<file path="src/hw/rtl/assert_macros.svh">
// assertion macros shared by the report filter rtl
// no dependencies; included by files that carry concurrent checks
`ifndef ASSERT_MACROS_SVH
`define ASSERT_MACROS_SVH

// combinational property checked at every edge outside reset
`define ASSERT_ALWAYS(label, clk, rst, prop) \
   label: assert property (@(posedge clk) disable iff (rst) (prop)) \
      else $error("assertion failed");

// same-cycle implication
`define ASSERT_IMPLIES(label, clk, rst, ante, cons) \
   label: assert property (@(posedge clk) disable iff (rst) (ante) |-> (cons)) \
      else $error("assertion failed");

// next-cycle implication
`define ASSERT_NEXT(label, clk, rst, ante, cons) \
   label: assert property (@(posedge clk) disable iff (rst) (ante) |=> (cons)) \
      else $error("assertion failed");

`endif

</file>
<file path="src/hw/rtl/bsrf_pkg.sv">
// types, codes and constants of the battery soc report filter
// no dependencies
`timescale 1ns / 1ps
`default_nettype none

package bsrf_pkg;

   localparam int unsigned VCELL_W      = 16;
   localparam int unsigned SOC_W        = 8;
   localparam int unsigned PCT_W        = 7;
   localparam int unsigned MV_W         = 16;
   localparam int unsigned CSR_INDEX_W  = 3;
   localparam int unsigned CSR_DATA_W   = 16;
   localparam int unsigned BAD_CNT_W    = 8;
   localparam int unsigned ZERO_CNT_W   = 10;

   // voltage scale 625 / 2048 mV per lsb
   localparam int unsigned VCELL_MUL    = 625;
   localparam int unsigned VCELL_SHIFT  = 11;
   localparam int unsigned VPROD_W      = 26;

   localparam int unsigned PCT_FULL     = 100;
   localparam int unsigned FRAC_MUL     = 100;

   localparam logic [CSR_INDEX_W-1:0] CSR_FRACTION_LOW      = 3'd0;
   localparam logic [CSR_INDEX_W-1:0] CSR_FRACTION_HIGH     = 3'd1;
   localparam logic [CSR_INDEX_W-1:0] CSR_BAD_SOC_LIMIT     = 3'd2;
   localparam logic [CSR_INDEX_W-1:0] CSR_ZERO_CHARGE_LIMIT = 3'd3;
   localparam logic [CSR_INDEX_W-1:0] CSR_ABSENT_VOLTAGE    = 3'd4;
   localparam logic [CSR_INDEX_W-1:0] CSR_SERIES_DOUBLE     = 3'd5;

   localparam logic [PCT_W-1:0]      RST_FRACTION_LOW      = 7'd30;
   localparam logic [PCT_W-1:0]      RST_FRACTION_HIGH     = 7'd70;
   localparam logic [BAD_CNT_W-1:0]  RST_BAD_SOC_LIMIT     = 8'd5;
   localparam logic [ZERO_CNT_W-1:0] RST_ZERO_CHARGE_LIMIT = 10'd225;
   localparam logic [MV_W-1:0]       RST_ABSENT_VOLTAGE    = 16'd3700;

   localparam logic [1:0] STATUS_UNKNOWN     = 2'd0;
   localparam logic [1:0] STATUS_CHARGING    = 2'd1;
   localparam logic [1:0] STATUS_DISCHARGING = 2'd2;
   localparam logic [1:0] STATUS_FULL        = 2'd3;

   localparam logic [1:0] CAUSE_NONE        = 2'd0;
   localparam logic [1:0] CAUSE_ASLEEP      = 2'd1;
   localparam logic [1:0] CAUSE_SOC_RANGE   = 2'd2;
   localparam logic [1:0] CAUSE_ZERO_CHARGE = 2'd3;

   typedef struct packed {
      logic [VCELL_W-1:0] vcell_first;
      logic [VCELL_W-1:0] vcell_second;
      logic [VCELL_W-1:0] vcell_third;
      logic [SOC_W-1:0]   soc_whole;
      logic [SOC_W-1:0]   soc_fraction;
      logic               charger_online;
      logic               gauge_reachable;
      logic               gauge_asleep;
   } req_item_type;

   typedef struct packed {
      logic [PCT_W-1:0] capacity_pct;
      logic [MV_W-1:0]  voltage_mv;
      logic [1:0]       charge_status;
      logic             charging;
      logic             changed;
      logic [1:0]       restart_cause;
   } rsp_item_type;

   typedef struct packed {
      logic                   wr_en;
      logic [CSR_INDEX_W-1:0] index;
      logic [CSR_DATA_W-1:0]  wdata;
   } csr_write_type;

endpackage

`default_nettype wire

</file>
<file path="src/hw/rtl/bsrf_in_stage.sv">
// input register of the report filter, one transaction deep
// depends on bsrf_pkg
`timescale 1ns / 1ps
`default_nettype none

module bsrf_in_stage (
   input  wire logic                  clock,
   input  wire logic                  reset,
   input  wire logic                  req_valid,
   input  wire bsrf_pkg::req_item_type req_item,
   output logic                       req_stall,
   input  wire logic                  drain_ready,
   output logic                       item_valid,
   output bsrf_pkg::req_item_type     item,
   output logic                       advance
);
   import bsrf_pkg::*;

   logic         valid_ff, valid_in;
   req_item_type item_ff, item_in;
   logic         load;

   assign advance   = valid_ff && drain_ready;
   assign req_stall = valid_ff && !drain_ready;
   assign load      = req_valid && !req_stall;

   always_comb begin
      valid_in = valid_ff;
      item_in  = item_ff;
      if (load) begin
         valid_in = 1'b1;
         item_in  = req_item;
      end else if (advance) begin
         valid_in = 1'b0;
      end
   end

   always_ff @(posedge clock) begin
      if (reset) begin
         valid_ff <= 1'b0;
      end else begin
         valid_ff <= valid_in;
      end
      item_ff <= item_in;
   end

   assign item_valid = valid_ff;
   assign item       = item_ff;

endmodule

`default_nettype wire

</file>
<file path="src/hw/rtl/bsrf_core.sv">
// filter state, configuration registers and per-tick update logic
// depends on bsrf_pkg and assert_macros.svh
`timescale 1ns / 1ps
`default_nettype none
`include "assert_macros.svh"

module bsrf_core (
   input  wire logic                   clock,
   input  wire logic                   reset,
   input  wire bsrf_pkg::csr_write_type csr,
   input  wire logic                   step,
   input  wire bsrf_pkg::req_item_type item,
   output bsrf_pkg::rsp_item_type      result
);
   import bsrf_pkg::*;

   // configuration
   logic [PCT_W-1:0]      frac_low_ff, frac_high_ff;
   logic [BAD_CNT_W-1:0]  bad_limit_ff;
   logic [ZERO_CNT_W-1:0] zero_limit_ff;
   logic [MV_W-1:0]       absent_mv_ff;
   logic                  series_ff;

   // held report
   logic [PCT_W-1:0]      cap_ff, cap_in;
   logic [MV_W-1:0]       volt_ff, volt_in;
   logic                  chg_ff, chg_in;
   logic [1:0]            status_ff, status_in;
   logic [BAD_CNT_W-1:0]  bad_cnt_ff, bad_cnt_in;
   logic [ZERO_CNT_W-1:0] zero_cnt_ff, zero_cnt_in;

   logic [VCELL_W-1:0]    lo, hi, mid_hi, med;
   logic [VPROD_W-1:0]    vprod;
   logic [MV_W-2:0]       mv_single;
   logic [MV_W-1:0]       mv;
   logic [SOC_W+PCT_W-1:0] fprod;
   logic [PCT_W-1:0]      rem;
   logic [BAD_CNT_W-1:0]  bad_inc;
   logic [ZERO_CNT_W-1:0] zero_inc;
   logic [SOC_W-1:0]      ui;
   logic                  outside, near;
   logic                  changed;
   logic [1:0]            cause;

   always_ff @(posedge clock) begin
      if (reset) begin
         frac_low_ff   <= RST_FRACTION_LOW;
         frac_high_ff  <= RST_FRACTION_HIGH;
         bad_limit_ff  <= RST_BAD_SOC_LIMIT;
         zero_limit_ff <= RST_ZERO_CHARGE_LIMIT;
         absent_mv_ff  <= RST_ABSENT_VOLTAGE;
         series_ff     <= 1'b0;
      end else if (csr.wr_en) begin
         case (csr.index)
            CSR_FRACTION_LOW:      frac_low_ff   <= csr.wdata[PCT_W-1:0];
            CSR_FRACTION_HIGH:     frac_high_ff  <= csr.wdata[PCT_W-1:0];
            CSR_BAD_SOC_LIMIT:     bad_limit_ff  <= csr.wdata[BAD_CNT_W-1:0];
            CSR_ZERO_CHARGE_LIMIT: zero_limit_ff <= csr.wdata[ZERO_CNT_W-1:0];
            CSR_ABSENT_VOLTAGE:    absent_mv_ff  <= csr.wdata[MV_W-1:0];
            CSR_SERIES_DOUBLE:     series_ff     <= csr.wdata[0];
            default: ;
         endcase
      end
   end

   // median of three and scaling
   always_comb begin
      lo     = (item.vcell_first > item.vcell_second) ? item.vcell_second : item.vcell_first;
      hi     = (item.vcell_first > item.vcell_second) ? item.vcell_first : item.vcell_second;
      mid_hi = (hi > item.vcell_third) ? item.vcell_third : hi;
      med    = (lo > mid_hi) ? lo : mid_hi;
      vprod  = {{(VPROD_W-VCELL_W){1'b0}}, med} * VPROD_W'(VCELL_MUL);
      mv_single = vprod[VCELL_SHIFT +: (MV_W-1)];
      mv     = series_ff ? {mv_single, 1'b0} : {1'b0, mv_single};
      fprod  = {{PCT_W{1'b0}}, item.soc_fraction} * (SOC_W+PCT_W)'(FRAC_MUL);
      rem    = fprod[SOC_W +: PCT_W];
      bad_inc  = (bad_cnt_ff != '1) ? bad_cnt_ff + 1'b1 : bad_cnt_ff;
      zero_inc = (zero_cnt_ff != '1) ? zero_cnt_ff + 1'b1 : zero_cnt_ff;
   end

   always_comb begin
      cap_in      = cap_ff;
      volt_in     = volt_ff;
      chg_in      = chg_ff;
      status_in   = status_ff;
      bad_cnt_in  = bad_cnt_ff;
      zero_cnt_in = zero_cnt_ff;
      changed     = 1'b0;
      cause       = CAUSE_NONE;
      ui          = item.soc_whole;
      outside     = 1'b0;
      near        = 1'b0;
      if (!item.gauge_reachable) begin
         cap_in  = '0;
         volt_in = absent_mv_ff;
         changed = 1'b1;
      end else begin
         if (item.gauge_asleep) begin
            cause = CAUSE_ASLEEP;
         end
         if (mv != volt_ff) begin
            volt_in = mv;
            changed = 1'b1;
         end
         chg_in = item.charger_online;
         if (item.charger_online != chg_ff) begin
            changed = 1'b1;
         end
         if (item.soc_whole > SOC_W'(PCT_FULL)) begin
            bad_cnt_in = bad_inc;
            if (bad_inc > bad_limit_ff) begin
               cause      = CAUSE_SOC_RANGE;
               bad_cnt_in = '0;
            end
         end else begin
            bad_cnt_in = '0;
            if (chg_in && item.soc_whole == '0) begin
               zero_cnt_in = zero_inc;
               if (zero_inc > zero_limit_ff) begin
                  cause       = CAUSE_ZERO_CHARGE;
                  zero_cnt_in = '0;
               end
            end else begin
               zero_cnt_in = '0;
            end
            outside = (rem > frac_high_ff) || (rem < frac_low_ff);
            near    = ({1'b0, item.soc_whole} + 9'd1 >= {2'b00, cap_ff}) &&
                      ({1'b0, item.soc_whole} <= {2'b00, cap_ff} + 9'd1);
            if (item.soc_whole < SOC_W'(PCT_FULL) && outside && near) begin
               ui = {1'b0, cap_ff};
            end
            if (ui != {1'b0, cap_ff}) begin
               if (ui > {1'b0, cap_ff}) begin
                  if (chg_in) begin
                     cap_in = ui[PCT_W-1:0];
                  end
               end else begin
                  cap_in = ui[PCT_W-1:0];
               end
               changed = 1'b1;
            end
         end
         if (chg_in) begin
            status_in = (cap_in >= PCT_W'(PCT_FULL)) ? STATUS_FULL : STATUS_CHARGING;
         end else begin
            status_in = STATUS_DISCHARGING;
         end
         if (status_in != status_ff) begin
            changed = 1'b1;
         end
      end
   end

   always_ff @(posedge clock) begin
      if (reset) begin
         cap_ff      <= '0;
         volt_ff     <= '0;
         chg_ff      <= 1'b0;
         status_ff   <= STATUS_UNKNOWN;
         bad_cnt_ff  <= '0;
         zero_cnt_ff <= '0;
      end else if (step) begin
         cap_ff      <= cap_in;
         volt_ff     <= volt_in;
         chg_ff      <= chg_in;
         status_ff   <= status_in;
         bad_cnt_ff  <= bad_cnt_in;
         zero_cnt_ff <= zero_cnt_in;
      end
   end

   always_comb begin
      result.capacity_pct  = cap_in;
      result.voltage_mv    = volt_in;
      result.charge_status = status_in;
      result.charging      = chg_in;
      result.changed       = changed;
      result.restart_cause = cause;
   end

   `ASSERT_ALWAYS(a_cap_range, clock, reset, cap_ff <= PCT_W'(PCT_FULL))
   `ASSERT_NEXT(a_absent_forces, clock, reset, step && !item.gauge_reachable, cap_ff == '0 && volt_ff == $past(absent_mv_ff))
   `ASSERT_NEXT(a_bad_cause_clears, clock, reset, step && cause == CAUSE_SOC_RANGE, bad_cnt_ff == '0)

endmodule

`default_nettype wire

</file>
<file path="src/hw/rtl/bsrf_out_stage.sv">
// result register of the report filter
// depends on bsrf_pkg
`timescale 1ns / 1ps
`default_nettype none

module bsrf_out_stage (
   input  wire logic                   clock,
   input  wire logic                   reset,
   input  wire logic                   load,
   input  wire bsrf_pkg::rsp_item_type result,
   output logic                        ready,
   output logic                        rsp_valid,
   input  wire logic                   rsp_stall,
   output bsrf_pkg::rsp_item_type      rsp_item
);
   import bsrf_pkg::*;

   logic         valid_ff, valid_in;
   rsp_item_type item_ff, item_in;

   assign ready = !valid_ff || !rsp_stall;

   always_comb begin
      valid_in = valid_ff;
      item_in  = item_ff;
      if (load) begin
         valid_in = 1'b1;
         item_in  = result;
      end else if (!rsp_stall) begin
         valid_in = 1'b0;
      end
   end

   always_ff @(posedge clock) begin
      if (reset) begin
         valid_ff <= 1'b0;
      end else begin
         valid_ff <= valid_in;
      end
      item_ff <= item_in;
   end

   assign rsp_valid = valid_ff;
   assign rsp_item  = item_ff;

endmodule

`default_nettype wire

</file>
<file path="src/hw/rtl/battery_soc_report_filter_top.sv">
// top level of the battery soc report filter
// depends on bsrf_pkg, bsrf_in_stage, bsrf_core, bsrf_out_stage, assert_macros.svh
//
//   channel | direction | handshake              | payload
//   req_    | in        | req_valid / req_stall  | three vcell words, soc bytes, flags
//   rsp_    | out       | rsp_valid / rsp_stall  | capacity, voltage, status, flags, cause
//   csr_    | in        | csr_wr_en              | csr_index, csr_wdata
//
// one transaction per cycle sustained while rsp_stall is low; each transaction
// passes the input register, then the result register, where it raises rsp_valid
// the held report updates as a transaction moves from the input to the result register
// a stalled result holds one more transaction in the input register before req_stall rises
// synchronous reset clears valids, held report and counters; configuration returns to defaults
`timescale 1ns / 1ps
`default_nettype none
`include "assert_macros.svh"

module battery_soc_report_filter_top (
   input  wire logic                                  clock,
   input  wire logic                                  reset,
   input  wire logic                                  req_valid,
   output logic                                       req_stall,
   input  wire logic [bsrf_pkg::VCELL_W-1:0]          req_vcell_first,
   input  wire logic [bsrf_pkg::VCELL_W-1:0]          req_vcell_second,
   input  wire logic [bsrf_pkg::VCELL_W-1:0]          req_vcell_third,
   input  wire logic [bsrf_pkg::SOC_W-1:0]            req_soc_whole,
   input  wire logic [bsrf_pkg::SOC_W-1:0]            req_soc_fraction,
   input  wire logic                                  req_charger_online,
   input  wire logic                                  req_gauge_reachable,
   input  wire logic                                  req_gauge_asleep,
   output logic                                       rsp_valid,
   input  wire logic                                  rsp_stall,
   output logic [bsrf_pkg::PCT_W-1:0]                 rsp_capacity_pct,
   output logic [bsrf_pkg::MV_W-1:0]                  rsp_voltage_mv,
   output logic [1:0]                                 rsp_charge_status,
   output logic                                       rsp_charging,
   output logic                                       rsp_changed,
   output logic [1:0]                                 rsp_restart_cause,
   input  wire logic                                  csr_wr_en,
   input  wire logic [bsrf_pkg::CSR_INDEX_W-1:0]      csr_index,
   input  wire logic [bsrf_pkg::CSR_DATA_W-1:0]       csr_wdata
);
   import bsrf_pkg::*;

   req_item_type  req_item, stage_item;
   rsp_item_type  core_result, rsp_item;
   csr_write_type csr;
   logic          stage_valid, advance, drain_ready;

   always_comb begin
      req_item.vcell_first     = req_vcell_first;
      req_item.vcell_second    = req_vcell_second;
      req_item.vcell_third     = req_vcell_third;
      req_item.soc_whole       = req_soc_whole;
      req_item.soc_fraction    = req_soc_fraction;
      req_item.charger_online  = req_charger_online;
      req_item.gauge_reachable = req_gauge_reachable;
      req_item.gauge_asleep    = req_gauge_asleep;
      csr.wr_en = csr_wr_en;
      csr.index = csr_index;
      csr.wdata = csr_wdata;
   end

   bsrf_in_stage u_in (
      .clock       (clock),
      .reset       (reset),
      .req_valid   (req_valid),
      .req_item    (req_item),
      .req_stall   (req_stall),
      .drain_ready (drain_ready),
      .item_valid  (stage_valid),
      .item        (stage_item),
      .advance     (advance)
   );

   bsrf_core u_core (
      .clock  (clock),
      .reset  (reset),
      .csr    (csr),
      .step   (advance),
      .item   (stage_item),
      .result (core_result)
   );

   bsrf_out_stage u_out (
      .clock     (clock),
      .reset     (reset),
      .load      (advance),
      .result    (core_result),
      .ready     (drain_ready),
      .rsp_valid (rsp_valid),
      .rsp_stall (rsp_stall),
      .rsp_item  (rsp_item)
   );

   assign rsp_capacity_pct  = rsp_item.capacity_pct;
   assign rsp_voltage_mv    = rsp_item.voltage_mv;
   assign rsp_charge_status = rsp_item.charge_status;
   assign rsp_charging      = rsp_item.charging;
   assign rsp_changed       = rsp_item.changed;
   assign rsp_restart_cause = rsp_item.restart_cause;

   `ASSERT_IMPLIES(a_stall_needs_full, clock, reset, req_stall, stage_valid && rsp_valid && rsp_stall)
   `ASSERT_IMPLIES(a_full_means_charging, clock, reset, rsp_valid && rsp_charge_status == STATUS_FULL, rsp_charging)
   `ASSERT_IMPLIES(a_discharge_flag, clock, reset, rsp_valid && rsp_charge_status == STATUS_DISCHARGING, !rsp_charging)

endmodule

`default_nettype wire
</file>
<file path="config.mk">
export PLATFORM = sky130hd
export DESIGN_NAME = battery_soc_report_filter_top
export DESIGN_NICKNAME = d
export VERILOG_FILES = /design/src/hw/rtl/bsrf_pkg.sv /design/src/hw/rtl/bsrf_in_stage.sv /design/src/hw/rtl/bsrf_core.sv /design/src/hw/rtl/bsrf_out_stage.sv /design/src/hw/rtl/battery_soc_report_filter_top.sv
export VERILOG_INCLUDE_DIRS = /design/src /design/src/hw/rtl
export SDC_FILE = /design/constraint.sdc
export NUM_CORES = 1
export LEC_CHECK = 0
export ABC_AREA = 0
export BUFFER_PORTS_ARGS = -buffer_cell sky130_fd_sc_hd__buf_2
export CAP_MARGIN = 20
export CORE_MARGIN = 2
export CORE_UTILIZATION = 47
export CTS_CLUSTER_SIZE = 12
export DETAILED_ROUTE_END_ITERATION = 10
export GPL_ROUTABILITY_DRIVEN = 0
export MAX_ROUTING_LAYER = met4
export PLACE_DENSITY = 0.65
export SYNTH_ARGS = -nofsm -noshare
export SYNTH_HDL_FRONTEND = slang
export SYNTH_SLANG_ARGS = --single-unit
</file>
<file path="constraint.sdc">
create_clock -name clock -period 18.4 [get_ports clock]
set_input_delay 0 -clock clock [delete_from_list [all_inputs] [get_ports clock]]
set_output_delay 0 -clock clock [all_outputs]
set_load 0.03 [all_outputs]
</file>
==> impl_results.md <==
* Sequential element share of the synthesized area at 0.3187
* Peak Freq at 0.06732 GHz
* Post-route clock skew at 0.01277 ns
* Largest net degree at the start of global routing at 77
* Crit-path slowest cell: and2_1
* Core Area at 31470 sq um
* Num CTS Buffers at 17
* Buffers on Ports at 121
* # hold bufs at CTS at 87
* Final Hold Fails at 0
* Starting DRT DRC Count at 753
* Post-Syn Area at 15010 sq um
* Max-slew violation count at 0
* CP Launch Type: register
* Reg clk slew, reported paths at 0.08 ns
* Initial antenna violation count at 0
* Rel. slew slack at 0.3362
* CTS sink count at 191
* CTS tree: yes
* Yosys top cell by area: edfxtp_1
* Worst path max stage delay at 0.79 ns
* Post-CTS Resized at 0
* Worst min path class: input pin to register
* Via/cell ratio at 5.610
* Most common cell after layout, fill and taps aside: ha_1
* Post-synth EDFFs at 96
* CTS Root Cell: clkbuf_16
* Hpwl dp at 28870 microns
* Syn_nets at 2017
* Gr ovfl total at 0
* First-pass GRT wire length at 62600 microns
* Drt wl/cell at 16.71 microns
* Fin crit period at 14.86 ns
* H-tree depth at 4
* Total wire length at 38210 microns
* Clock Latency Late Sink at 0.46 ns
* Vias in the first global route at 12508
* CP top delay family: compound AO/OA/AOI/OAI gates
* Crit-path max FO at 33
* Max-Cap Viols at 0
* RSZ-0062 raised after global routing: no
* Synth warnings at 0
* CP required at 18.75 ns
* Crit path buffers/inverters at 5
* Post-synthesis cell type count at 80
* Fraction of registers with async set/reset at 0
* CP Capture Type: register
* Reg2Reg Setup Slack at 3.54 ns
* Commonest cells after routing, fill and taps aside: 197 x ha_1, 193 x nand2_1, 150 x inv_1
* Top Ports at 122
* Area grow syn2layout at 16.28%
* Share of the synthesized area in the top cell type at 0.1920
* Die width at 182.7 microns
* Syn Inst Count at 1698
* Total negative slack at 0 ns
* Post-CTS setup buffer count at 0
* Routed Antenna Nets at 0
* First drt pass iteration count at 5
* Share of cells above drive strength 1 at 0.1120
* # setup viols final at 0
* Cell repeated most along the worst path: ha_1
* Antenna cells at 0
* Worst Path Arrival at 15.21 ns
* Initial Util at 0.4769
* Synth Flop Type: edfxtp_1
* Remaining DRCs at 0
* CP Class: register to register
* Clk buf depth at 2
* Slew @ Worst Pin at 0.9903 ns
* Row cnt at 65
* Global Route Usage Sum at 0.2403
* Avg Synthesized Cell Area at 8.840 sq um
* NumNets Final at 2190
* Dominant cells by area after synthesis: edfxtp_1 19%, ha_1 16%, dfxtp_1 13%
* Status: finished clean
* Die Y-Extent at 182.7 microns
* Die Area at 33380 sq um
* Crit share post-route at 0.8073
* DR vias at 12825
* Seq cells post-synth at 191
[path summary, 6_finish.rpt]
kind	end	depth (start not counted)	startpoint
hold / removal	u_core.series_ff$_SDFFE_PP0P_	5	csr_index[2]
setup / recovery	u_core.volt_ff[1]$_SDFFE_PP0P_	49	u_in.item[66]$_DFFE_PP_
hold reg to reg	u_core.zero_limit_ff[1]$_SDFFE_PP0P_	2	u_core.zero_limit_ff[1]$_SDFFE_PP0P_
setup reg to reg	u_core.volt_ff[1]$_SDFFE_PP0P_	49	u_in.item[66]$_DFFE_PP_
[synthesized netlist by cell type, drive strengths merged (7+ instances only)]
library cell	n
a211oi	16
a21o	24
a21oi	121
a22oi	17
a31oi	20
a41oi	7
and2	8
and3	10
buf	9
clkbuf	56
dfxtp	95
edfxtp	96
fa	31
ha	197
inv	151
mux2	25
mux2i	27
nand2	193
nand2b	24
nand3	49
nand4	28
nor2	145
nor2b	24
nor3	28
o211ai	17
o21a	19
o21ai	85
o21bai	7
o22ai	11
o31a	7
or3	11
xnor2	43
xor2	20
[flip-flops by register name (all words and copies together), names as in the netlist, 8 cells and up]
name	count
u_core.volt_ff	16
u_core.bad_cnt_ff	8
u_core.absent_mv_ff	16
u_core.zero_cnt_ff	10
u_in.item	67
u_core.bad_limit_ff	8
u_core.zero_limit_ff	10
u_out.rsp_item	29
[routing by layer]
metal  wire length [microns]  track usage
met5                       0            -
met4                     588      0.05645
met3                    1628      0.03812
met2                   18780       0.4137
met1                   17210       0.2963
[logic make-up (layout without fill, tap and decap cells)]
| group | count (synthesis) | count (layout) | synth area share |
|---|---|---|---|
| adder cells (fa/ha/maj) | 228 | 228 | 0.2056 |
| multiplexers | 52 | 52 | 0.03676 |
| AO/OA/AOI/OAI | 406 | 406 | 0.1801 |
| AND/OR/NAND/NOR | 541 | 541 | 0.1653 |
| XOR/XNOR | 64 | 64 | 0.03876 |
| buffers and inverters | 216 | 402 | 0.05476 |
| flip-flops | 191 | 191 | 0.3187 |
[worst reg2reg max path: cells and delay by family, from the launching register on]
family | cells | cell delay, ns
AOI/OAI and AO/OA | 22 | 6.32
adders and majority gates | 9 | 3.45
and+or+nand+nor | 11 | 2.86
buffers and inverters | 5 | 1.01
DFF | 1 | 0.42
xor gates and xnor gates | 1 | 0.34
muxes | 1 | 0.33
[cell type report]
| cell class | count | area (sq um) |
|---|---|---|
| fillers | 2804 | 14020 |
| multi-input cells | 1291 | 9417 |
| flip-flops and latches | 191 | 4785 |
| repair buffers | 219 | 1559 |
| inverters | 151 | 566.8 |
| well taps | 402 | 503.0 |
| clock buffers | 18 | 429.2 |
| clock inverters | 14 | 195.2 |
[metrics by stage]
stage | utilization | instances | hold slack (ns) | instance area (sq um) | setup slack [ns]
after floorplan | - | 1698 | 0.09887 | 15010 | 5.386
after global placement | 0.5068 | 2166 | 0.1760 | 15950 | 4.219
after detailed placement | 0.5068 | 2166 | 0.1781 | 15950 | 3.788
after CTS | 0.5543 | 2285 | 0.02764 | 17450 | 3.734
after global routing | 0.5546 | 2286 | 0.09492 | 17450 | 2.452
final | 0.5546 | 2286 | 0.05071 | 17450 | 3.545
Power is not shown: default switching activity piles up to over one toggle a cycle in this logic, so the estimate is an artifact.
